===== src/rtl/falt_pkg.sv =====
`timescale 1ns / 1ps
// ----------------------------------------------------------------------------
// falt_pkg
// Shared types and constants of the fully associative LRU TLB.
// ----------------------------------------------------------------------------
package falt_pkg;

    // configuration port
    localparam int CFG_W     = 5;
    localparam int CFG_IDX_W = 1;
    localparam logic [CFG_IDX_W-1:0] CFG_PAGE_OFFSET    = 1'b0;
    localparam logic [CFG_IDX_W-1:0] CFG_ENTRIES_IN_USE = 1'b1;

    // reset values of the configuration registers
    localparam logic [CFG_W-1:0] PAGE_OFFSET_RST    = 5'd12;
    localparam logic [CFG_W-1:0] ENTRIES_IN_USE_RST = 5'd16;

    // result field widths
    localparam int ADDR_W  = 32;
    localparam int SLOT_W  = 4;
    localparam int COUNT_W = 32;

    // controller to datapath
    typedef struct packed {
        logic load;    // item accepted, capture page number
        logic look;    // search table, register the decision
        logic commit;  // update table and load the result register
    } falt_cmd_t;

    // datapath to controller
    typedef struct packed {
        logic out_free;  // result register can take a new item
    } falt_status_t;

endpackage


===== src/rtl/falt_ctrl.sv =====
`timescale 1ns / 1ps
// ----------------------------------------------------------------------------
// falt_ctrl
// Sequencer of the TLB: accept, lookup and commit phases of each item.
// ----------------------------------------------------------------------------
module falt_ctrl (
    input  logic                  aclk,
    input  logic                  aresetn,
    input  logic                  s_valid,
    output logic                  s_ready,
    input  falt_pkg::falt_status_t status,
    output falt_pkg::falt_cmd_t    cmd
);
    import falt_pkg::*;

    localparam logic [1:0] ST_IDLE = 2'd0;
    localparam logic [1:0] ST_LOOK = 2'd1;
    localparam logic [1:0] ST_UPD  = 2'd2;

    logic [1:0] state_reg;
    logic [1:0] state_next;
    logic       commit_ok;

    // commit needs room in the result register; the next item enters with it
    assign commit_ok  = (state_reg == ST_UPD) && status.out_free;
    assign s_ready    = (state_reg == ST_IDLE) || commit_ok;
    assign cmd.load   = s_valid && s_ready;
    assign cmd.look   = (state_reg == ST_LOOK);
    assign cmd.commit = commit_ok;

    // next state
    always_comb begin
        state_next = state_reg;
        case (state_reg)
            ST_IDLE: begin
                if (s_valid) state_next = ST_LOOK;
            end
            ST_LOOK: begin
                state_next = ST_UPD;
            end
            ST_UPD: begin
                if (status.out_free) state_next = s_valid ? ST_LOOK : ST_IDLE;
            end
            default: begin
                state_next = ST_IDLE;
            end
        endcase
    end

    always_ff @(posedge aclk) begin
        if (!aresetn) begin
            state_reg <= ST_IDLE;
        end else begin
            state_reg <= state_next;
        end
    end

endmodule


===== src/rtl/falt_datapath.sv =====
`timescale 1ns / 1ps
// ----------------------------------------------------------------------------
// falt_datapath
// Page table, parallel tag match, LRU ranks, miss counter, result register.
// ----------------------------------------------------------------------------
module falt_datapath #(
    parameter int ENTRIES   = 16,
    parameter int ADDR_BITS = 32
) (
    input  logic                               aclk,
    input  logic                               aresetn,
    input  logic                               cfg_we,
    input  logic [falt_pkg::CFG_IDX_W-1:0]     cfg_index,
    input  logic [falt_pkg::CFG_W-1:0]         cfg_wdata,
    input  logic [falt_pkg::ADDR_W-1:0]        s_address,
    input  falt_pkg::falt_cmd_t                cmd,
    output falt_pkg::falt_status_t             status,
    output logic                               m_valid,
    input  logic                               m_ready,
    output logic                               m_hit,
    output logic [falt_pkg::SLOT_W-1:0]        m_slot,
    output logic [falt_pkg::COUNT_W-1:0]       m_miss_total
);
    import falt_pkg::*;

    localparam int IW = (ENTRIES > 1) ? $clog2(ENTRIES) : 1;
    localparam int RW = IW;
    localparam int NW = ($clog2(ENTRIES + 1) > CFG_W) ? $clog2(ENTRIES + 1) : CFG_W;
    localparam logic [RW-1:0] RANK_MAX = RW'(ENTRIES - 1);

    // configuration
    logic [CFG_W-1:0] page_offset_reg;
    logic [CFG_W-1:0] in_use_reg;

    always_ff @(posedge aclk) begin
        if (!aresetn) begin
            page_offset_reg <= PAGE_OFFSET_RST;
            in_use_reg      <= ENTRIES_IN_USE_RST;
        end else if (cfg_we) begin
            case (cfg_index)
                CFG_PAGE_OFFSET:    page_offset_reg <= cfg_wdata;
                CFG_ENTRIES_IN_USE: in_use_reg      <= cfg_wdata;
                default: begin
                end
            endcase
        end
    end

    // page number of the accepted item
    logic [ADDR_BITS-1:0] addr_ext;
    logic [ADDR_BITS-1:0] page_reg;

    generate
        if (ADDR_BITS <= ADDR_W) begin : g_addr_cut
            assign addr_ext = s_address[ADDR_BITS-1:0];
        end else begin : g_addr_ext
            assign addr_ext = {{(ADDR_BITS - ADDR_W){1'b0}}, s_address};
        end
    endgenerate

    always_ff @(posedge aclk) begin
        if (cmd.load) page_reg <= addr_ext >> page_offset_reg;
    end

    // table state
    logic                 valid_reg [ENTRIES];
    logic                 valid_next [ENTRIES];
    logic [ADDR_BITS-1:0] tag_reg [ENTRIES];
    logic [RW-1:0]        rank_reg [ENTRIES];
    logic [RW-1:0]        rank_next [ENTRIES];
    logic [COUNT_W-1:0]   miss_reg;
    logic [COUNT_W-1:0]   miss_next;

    // slots in use, zero taken as one and clamped to the table size
    logic [NW-1:0] n_used;
    logic          in_use [ENTRIES];

    always_comb begin
        n_used = NW'(in_use_reg);
        if (n_used == '0) n_used = NW'(1);
        if (n_used > NW'(ENTRIES)) n_used = NW'(ENTRIES);
    end

    // parallel match, free slot and oldest slot flags
    logic hit_vec [ENTRIES];
    logic free_vec [ENTRIES];
    logic old_vec [ENTRIES];

    always_comb begin
        for (int j = 0; j < ENTRIES; j++) begin
            in_use[j]   = NW'(j) < n_used;
            hit_vec[j]  = in_use[j] && valid_reg[j] && (tag_reg[j] == page_reg);
            free_vec[j] = in_use[j] && !valid_reg[j];
            // oldest: above every earlier slot, not below any later one
            old_vec[j]  = in_use[j];
            for (int k = 0; k < ENTRIES; k++) begin
                if (NW'(k) < n_used) begin
                    if (k < j && !(rank_reg[k] < rank_reg[j])) old_vec[j] = 1'b0;
                    if (k > j && (rank_reg[k] > rank_reg[j])) old_vec[j] = 1'b0;
                end
            end
        end
    end

    // lowest-numbered flagged slot of each kind
    logic          any_hit;
    logic          any_free;
    logic [IW-1:0] hit_idx;
    logic [IW-1:0] free_idx;
    logic [IW-1:0] old_idx;
    logic [IW-1:0] tgt_idx;

    always_comb begin
        any_hit  = 1'b0;
        any_free = 1'b0;
        hit_idx  = '0;
        free_idx = '0;
        old_idx  = '0;
        for (int j = ENTRIES - 1; j >= 0; j--) begin
            if (hit_vec[j]) begin
                any_hit = 1'b1;
                hit_idx = IW'(j);
            end
            if (free_vec[j]) begin
                any_free = 1'b1;
                free_idx = IW'(j);
            end
            if (old_vec[j]) old_idx = IW'(j);
        end
        if (any_hit)       tgt_idx = hit_idx;
        else if (any_free) tgt_idx = free_idx;
        else               tgt_idx = old_idx;
    end

    // registered decision of the lookup
    logic          hit_reg;
    logic          fill_reg;
    logic [IW-1:0] tgt_reg;
    logic [RW-1:0] tgt_rank_reg;

    always_ff @(posedge aclk) begin
        if (cmd.look) begin
            hit_reg      <= any_hit;
            fill_reg     <= !any_hit && any_free;
            tgt_reg      <= tgt_idx;
            tgt_rank_reg <= rank_reg[tgt_idx];
        end
    end

    // rank and valid update at commit
    always_comb begin
        for (int j = 0; j < ENTRIES; j++) begin
            valid_next[j] = valid_reg[j];
            rank_next[j]  = rank_reg[j];
            if (IW'(j) == tgt_reg) begin
                valid_next[j] = 1'b1;
                rank_next[j]  = '0;
            end else if (fill_reg) begin
                // fill ages every valid slot
                if (valid_reg[j] && rank_reg[j] < RANK_MAX) rank_next[j] = rank_reg[j] + 1'b1;
            end else begin
                // touch ages only the slots younger than the target
                if (valid_reg[j] && rank_reg[j] < tgt_rank_reg)
                    rank_next[j] = rank_reg[j] + 1'b1;
            end
        end
    end

    // saturating miss counter
    always_comb begin
        miss_next = miss_reg;
        if (!hit_reg && miss_reg != {COUNT_W{1'b1}}) miss_next = miss_reg + 1'b1;
    end

    always_ff @(posedge aclk) begin
        if (!aresetn) begin
            for (int j = 0; j < ENTRIES; j++) begin
                valid_reg[j] <= 1'b0;
                rank_reg[j]  <= '0;
            end
            miss_reg <= '0;
        end else if (cmd.commit) begin
            for (int j = 0; j < ENTRIES; j++) begin
                valid_reg[j] <= valid_next[j];
                rank_reg[j]  <= rank_next[j];
            end
            miss_reg <= miss_next;
        end
    end

    // page write on a miss
    always_ff @(posedge aclk) begin
        if (cmd.commit && !hit_reg) tag_reg[tgt_reg] <= page_reg;
    end

    // result register
    logic                 m_valid_reg;
    logic                 m_hit_reg;
    logic [SLOT_W-1:0]    m_slot_reg;
    logic [COUNT_W-1:0]   m_miss_reg;

    always_ff @(posedge aclk) begin
        if (!aresetn) begin
            m_valid_reg <= 1'b0;
        end else if (cmd.commit) begin
            m_valid_reg <= 1'b1;
        end else if (m_ready) begin
            m_valid_reg <= 1'b0;
        end
    end

    always_ff @(posedge aclk) begin
        if (cmd.commit) begin
            m_hit_reg  <= hit_reg;
            m_slot_reg <= SLOT_W'(tgt_reg);
            m_miss_reg <= miss_next;
        end
    end

    assign status.out_free = !m_valid_reg || m_ready;
    assign m_valid         = m_valid_reg;
    assign m_hit           = m_hit_reg;
    assign m_slot          = m_slot_reg;
    assign m_miss_total    = m_miss_reg;

endmodule


===== src/rtl/fully_assoc_lru_tlb.sv =====
`timescale 1ns / 1ps
// ----------------------------------------------------------------------------
// fully_assoc_lru_tlb
// Fully associative TLB with true-LRU replacement, one result per address.
// ----------------------------------------------------------------------------
// Usage:
//   s_valid/s_ready/s_address carry one memory address per item. Each item
//   gives one result item on m_valid/m_ready: m_hit, m_slot (matched or
//   filled slot) and m_miss_total (saturating miss count after this item).
//   cfg_we/cfg_index/cfg_wdata write page_offset_bits (index 0) and
//   entries_in_use (index 1); write only while no item is in flight.
//   After acceptance an item passes the lookup state and then the table
//   update state, where it is committed once the result register has room;
//   the next item is taken in that update state, together with the commit.
//   The tag match over all slots and the LRU rank update are parallel.
//   Reset clears valid marks, ranks, miss count and the result register;
//   configuration returns to 12 offset bits and 16 slots in use.
//   A stalled receiver holds the result; one more item is taken and looked
//   up, then s_ready stays low until the result register drains.
// ----------------------------------------------------------------------------
module fully_assoc_lru_tlb #(
    parameter int ENTRIES   = 16,
    parameter int ADDR_BITS = 32
) (
    input  logic                           aclk,
    input  logic                           aresetn,
    input  logic                           cfg_we,
    input  logic [falt_pkg::CFG_IDX_W-1:0] cfg_index,
    input  logic [falt_pkg::CFG_W-1:0]     cfg_wdata,
    input  logic                           s_valid,
    output logic                           s_ready,
    input  logic [falt_pkg::ADDR_W-1:0]    s_address,
    output logic                           m_valid,
    input  logic                           m_ready,
    output logic                           m_hit,
    output logic [falt_pkg::SLOT_W-1:0]    m_slot,
    output logic [falt_pkg::COUNT_W-1:0]   m_miss_total
);
    import falt_pkg::*;

    falt_cmd_t    cmd;
    falt_status_t status;

    // sequencer
    falt_ctrl u_ctrl (
        .aclk    (aclk),
        .aresetn (aresetn),
        .s_valid (s_valid),
        .s_ready (s_ready),
        .status  (status),
        .cmd     (cmd)
    );

    // table and result path
    falt_datapath #(
        .ENTRIES   (ENTRIES),
        .ADDR_BITS (ADDR_BITS)
    ) u_datapath (
        .aclk         (aclk),
        .aresetn      (aresetn),
        .cfg_we       (cfg_we),
        .cfg_index    (cfg_index),
        .cfg_wdata    (cfg_wdata),
        .s_address    (s_address),
        .cmd          (cmd),
        .status       (status),
        .m_valid      (m_valid),
        .m_ready      (m_ready),
        .m_hit        (m_hit),
        .m_slot       (m_slot),
        .m_miss_total (m_miss_total)
    );

    // an accepted item is always looked up in the next cycle
    a_load_then_look: assert property (@(posedge aclk) disable iff (!aresetn)
        cmd.load |=> cmd.look)
        else $error("lookup did not follow an accepted item");

    // no item enters while a lookup is in progress
    a_no_accept_in_look: assert property (@(posedge aclk) disable iff (!aresetn)
        cmd.look |-> !s_ready)
        else $error("item accepted during lookup");

    // a commit never overwrites a result that is still waiting
    a_commit_room: assert property (@(posedge aclk) disable iff (!aresetn)
        cmd.commit |-> (!m_valid || m_ready))
        else $error("result register overwritten");

    // every commit presents a result
    a_commit_shows: assert property (@(posedge aclk) disable iff (!aresetn)
        cmd.commit |=> m_valid)
        else $error("committed item not presented");

endmodule


===== config.mk =====
export PLATFORM = sky130hd
export DESIGN_NAME = fully_assoc_lru_tlb
export DESIGN_NICKNAME = d
export VERILOG_FILES = /design/src/rtl/falt_pkg.sv /design/src/rtl/falt_ctrl.sv /design/src/rtl/falt_datapath.sv /design/src/rtl/fully_assoc_lru_tlb.sv
export SDC_FILE = /design/constraint.sdc
export NUM_CORES = 2
export LEC_CHECK = 0
export ABC_AREA = 1
export BUFFER_PORTS_ARGS = -buffer_cell sky130_fd_sc_hd__buf_2
export CAP_MARGIN = 10
export CORE_UTILIZATION = 50
export DETAILED_ROUTE_END_ITERATION = 7
export PLACE_DENSITY_LB_ADDON = 0.05
export SLEW_MARGIN = 5
export SYNTH_ARGS = -nofsm -noshare
export SYNTH_HDL_FRONTEND = slang
export SYNTH_SLANG_ARGS = --single-unit

===== constraint.sdc =====
create_clock -name aclk -period 4.9 [get_ports aclk]
set_input_delay 0.245 -clock aclk [delete_from_list [all_inputs] [get_ports aclk]]
set_output_delay 0.245 -clock aclk [all_outputs]
set_load 0.02 [all_outputs]

==> qor.yml <==
grt:
  antenna_found_initial: 2
  grt_max_degree: 35
  grt_pass1_wl_um: 262700
  grtUsageTotal_pct: 39.32
  grt_overflow: 0
  grt_pass1_vias: 37070
floorplan:
  fp.coreArea_mm2: 0.09056
  die_y_um: 305.3
  rows: 110
  dieArea_mm2: 0.09320
  die_width_um: 305.3
  pin_count: 82
  initial_utilization_pct: 50.78
placement:
  globalplace.congestion: 1.087
  port_buffers: 81
  dpl.hpwl_um: 136400
  placed_area_mm2: 0.04930
timing:
  finalMaxSlewViolations: 0
  finalSetupTns_ps: 0
  fin_skew_ps: 40.79
  whs_ps: 59.16
  final_hold_viol_count: 0
  setup-violations-final: 0
  max-slew-margin-rel_pct: 20.52
  tightest_slew_ps: 1180
  min_period_ps: 4567
  finalCritPeriodShare_pct: 93.20
  max_freq_mhz: 219.0
  rsz0062_at_grt: "no"
power_and_ir_drop:
  p_per_area_mw_per_mm2: 313.0
  ir_drop_uv: 317.7
  leakage_nw: 22.00
yosys:
  yosysMostFrequentCell: "nand2_1"
  synth-edff-count: 662
  synth_nets: 5578
  yosys-top-cells-count: "1044 x nand2_1, 662 x edfxtp_1, 507 x ha_1, 503 x inv_1, 427 x nor2_1"
  synth_top_area_share_pct: 43.22
  async_reset_ff_share_pct: 0
  synth_area_leader_cell: "edfxtp_1"
  yosysWarningCount: 0
  ys.flop_type: "edfxtp_1"
  syn_area_per_cell_um2: 9.147
  seq_area_frac_synth_pct: 45.57
  synth_area_mm2: 0.04599
  synth-seq-cells: 716
  synth_area_leaders: "edfxtp_1 43%, ha_1 14%, nand2_1 8.5%"
  syn_inst: 5028
  yosysUniqueCellTypes: 70
cts:
  clock-sinks: 716
  root_buffer: "clkbuf_16"
  cts-htree-levels: 3
  cts_tree: "done"
  cts_setup_buffers: 0
  post_cts_resize_count: 0
  clkLatencyLatePin_ps: 690
  path_clk_slew_ps: 80
  cts_inserted_buffers: 80
  cts_hold_buf: 11
  cts_buffer_depth: 3
final_layout:
  regArea_mm2: 0.02096
  largest_reg_flops: 512
  nNetsFinal: 5862
  fin_area_mm2: 0.05188
  drive_gt1_share_pct: 10.38
  n_fill_cell: 8143
  syn_to_final_growth_pct: 12.81
  multiInputGateArea_mm2: 0.02237
route:
  ant_nets: 0
  wirelength_um: 185200
  dr.pass1.iters: 5
  vias: 39820
  viasPerCell: 6.077
  wl_per_cell_um: 28.26
  drt_iter0_markers: 4487
  remaining_drc_errors: 0
worst_setup_path:
  worstPathArrival_ps: 4970
  cp.required_ps: 5300
  crit_fanout: 28
  critPathKind: "reg2reg"
  end_kind: "register"
  start_kind: "register"
hold_path:
  hold_class: "in2reg"
flow_run:
  drv_cap: 0
status:
  outcome: "completed"
## critical path, cell delays in order (launching register included)
cell      delay, ps
dfxtp_1         690
nor2_8          210
inv_4           220
nor2_4          110
nor4_1          700
nand2_1         200
nor4_1          270
nand3_1         420
and2_1          350
nand4_2         130
nor2_4           60
clkinv_2         80
nand2_2          80
buf_4           240
nand3_1         100
nand2_1          60
nand2_1          50
nand3_1          80
nand3_1         130
nand2_1          90
## power by group
part	total, W	switching [W]	internal, W
registers	0.00696	0.000118	0.00684
clock network	0.00577	0.00254	0.00323
logic	0.00351	0.00246	0.00105
## metrics by stage
stage               worst slack, ps  total power [W]  utilization (%)  cells
floorplan                      1350         0.008958                -   5028
CTS                           434.1          0.01620            57.28   6551
global route                  141.3          0.01676            57.28   6551
finish                        333.2          0.01624            57.29   6553
global placement              444.8          0.01047            54.44   6395
detailed placement            474.1          0.01050            54.44   6395
## cell usage in the layout, fill, tap and decap left out, drive strengths merged, types with 6 or more instances in the layout
| cell | instances |
|---|---|
| a2111oi | 9 |
| a211oi | 21 |
| a21boi | 31 |
| a21o | 14 |
| a21oi | 224 |
| a221oi | 34 |
| a22o | 26 |
| a22oi | 7 |
| a31oi | 32 |
| a32o | 6 |
| a32oi | 17 |
| and2 | 7 |
| buf | 338 |
| clkbuf | 105 |
| clkinv | 45 |
| dfxtp | 54 |
| dlygate4sd3 | 11 |
| edfxtp | 662 |
| ha | 507 |
| inv | 531 |
| mux2i | 13 |
| nand2 | 1057 |
| nand3 | 185 |
| nand4 | 72 |
| nor2 | 436 |
| nor3 | 51 |
| nor4 | 47 |
| o2111ai | 14 |
| o211ai | 45 |
| o21ai | 404 |
| o22ai | 97 |
| o31ai | 7 |
| or2 | 38 |
| xnor2 | 89 |
| xor2 | 93 |
## layout make-up
class	count	area share [%]
inverter	540	3.929
clock inverter	40	0.5884
sequential	716	40.40
clock buffer	105	4.160
timing repair buffer	349	4.953
antenna	2	0.009646
multi-input combinational	3625	43.12
tap	1176	2.836
## cells by family (layout without fill, tap and decap cells)
family	after synthesis	after routing	share of synthesized area (%)
AND/OR/NAND/NOR	1906	1906	17.53
multiplexers	13	13	0.2829
buffers and inverters	687	1034	6.059
AO/OA/AOI/OAI	1017	1017	13.29
flip-flops	716	716	45.57
adder cells (fa/ha/maj)	507	507	13.79
other	0	2	0
XOR/XNOR	182	182	3.466
## per-layer routing
| layer | GRT usage [%] | part of all wire (%) |
|---|---|---|
| met1 | 48.05 | 38 |
| met2 | 63.31 | 45 |
| met3 | 6.149 | 8.1 |
| met4 | 28.54 | 8.3 |
| met5 | 0 | 0.016 |
## worst paths after layout
check,startpoint,to,slack [ps],depth (start not counted)
worst min-delay path,cfg_index,u_datapath.page_offset_reg[1],60,4
worst min register to register,u_datapath.miss_reg[19],u_datapath.miss_reg[19],510,2
worst max register to register,u_datapath.in_use_reg[4],u_datapath.tgt_rank_reg[1],330,19
worst max-delay path,u_datapath.in_use_reg[4],u_datapath.tgt_rank_reg[1],330,19
No activity file was read; power rests on OpenSTA's default activity.
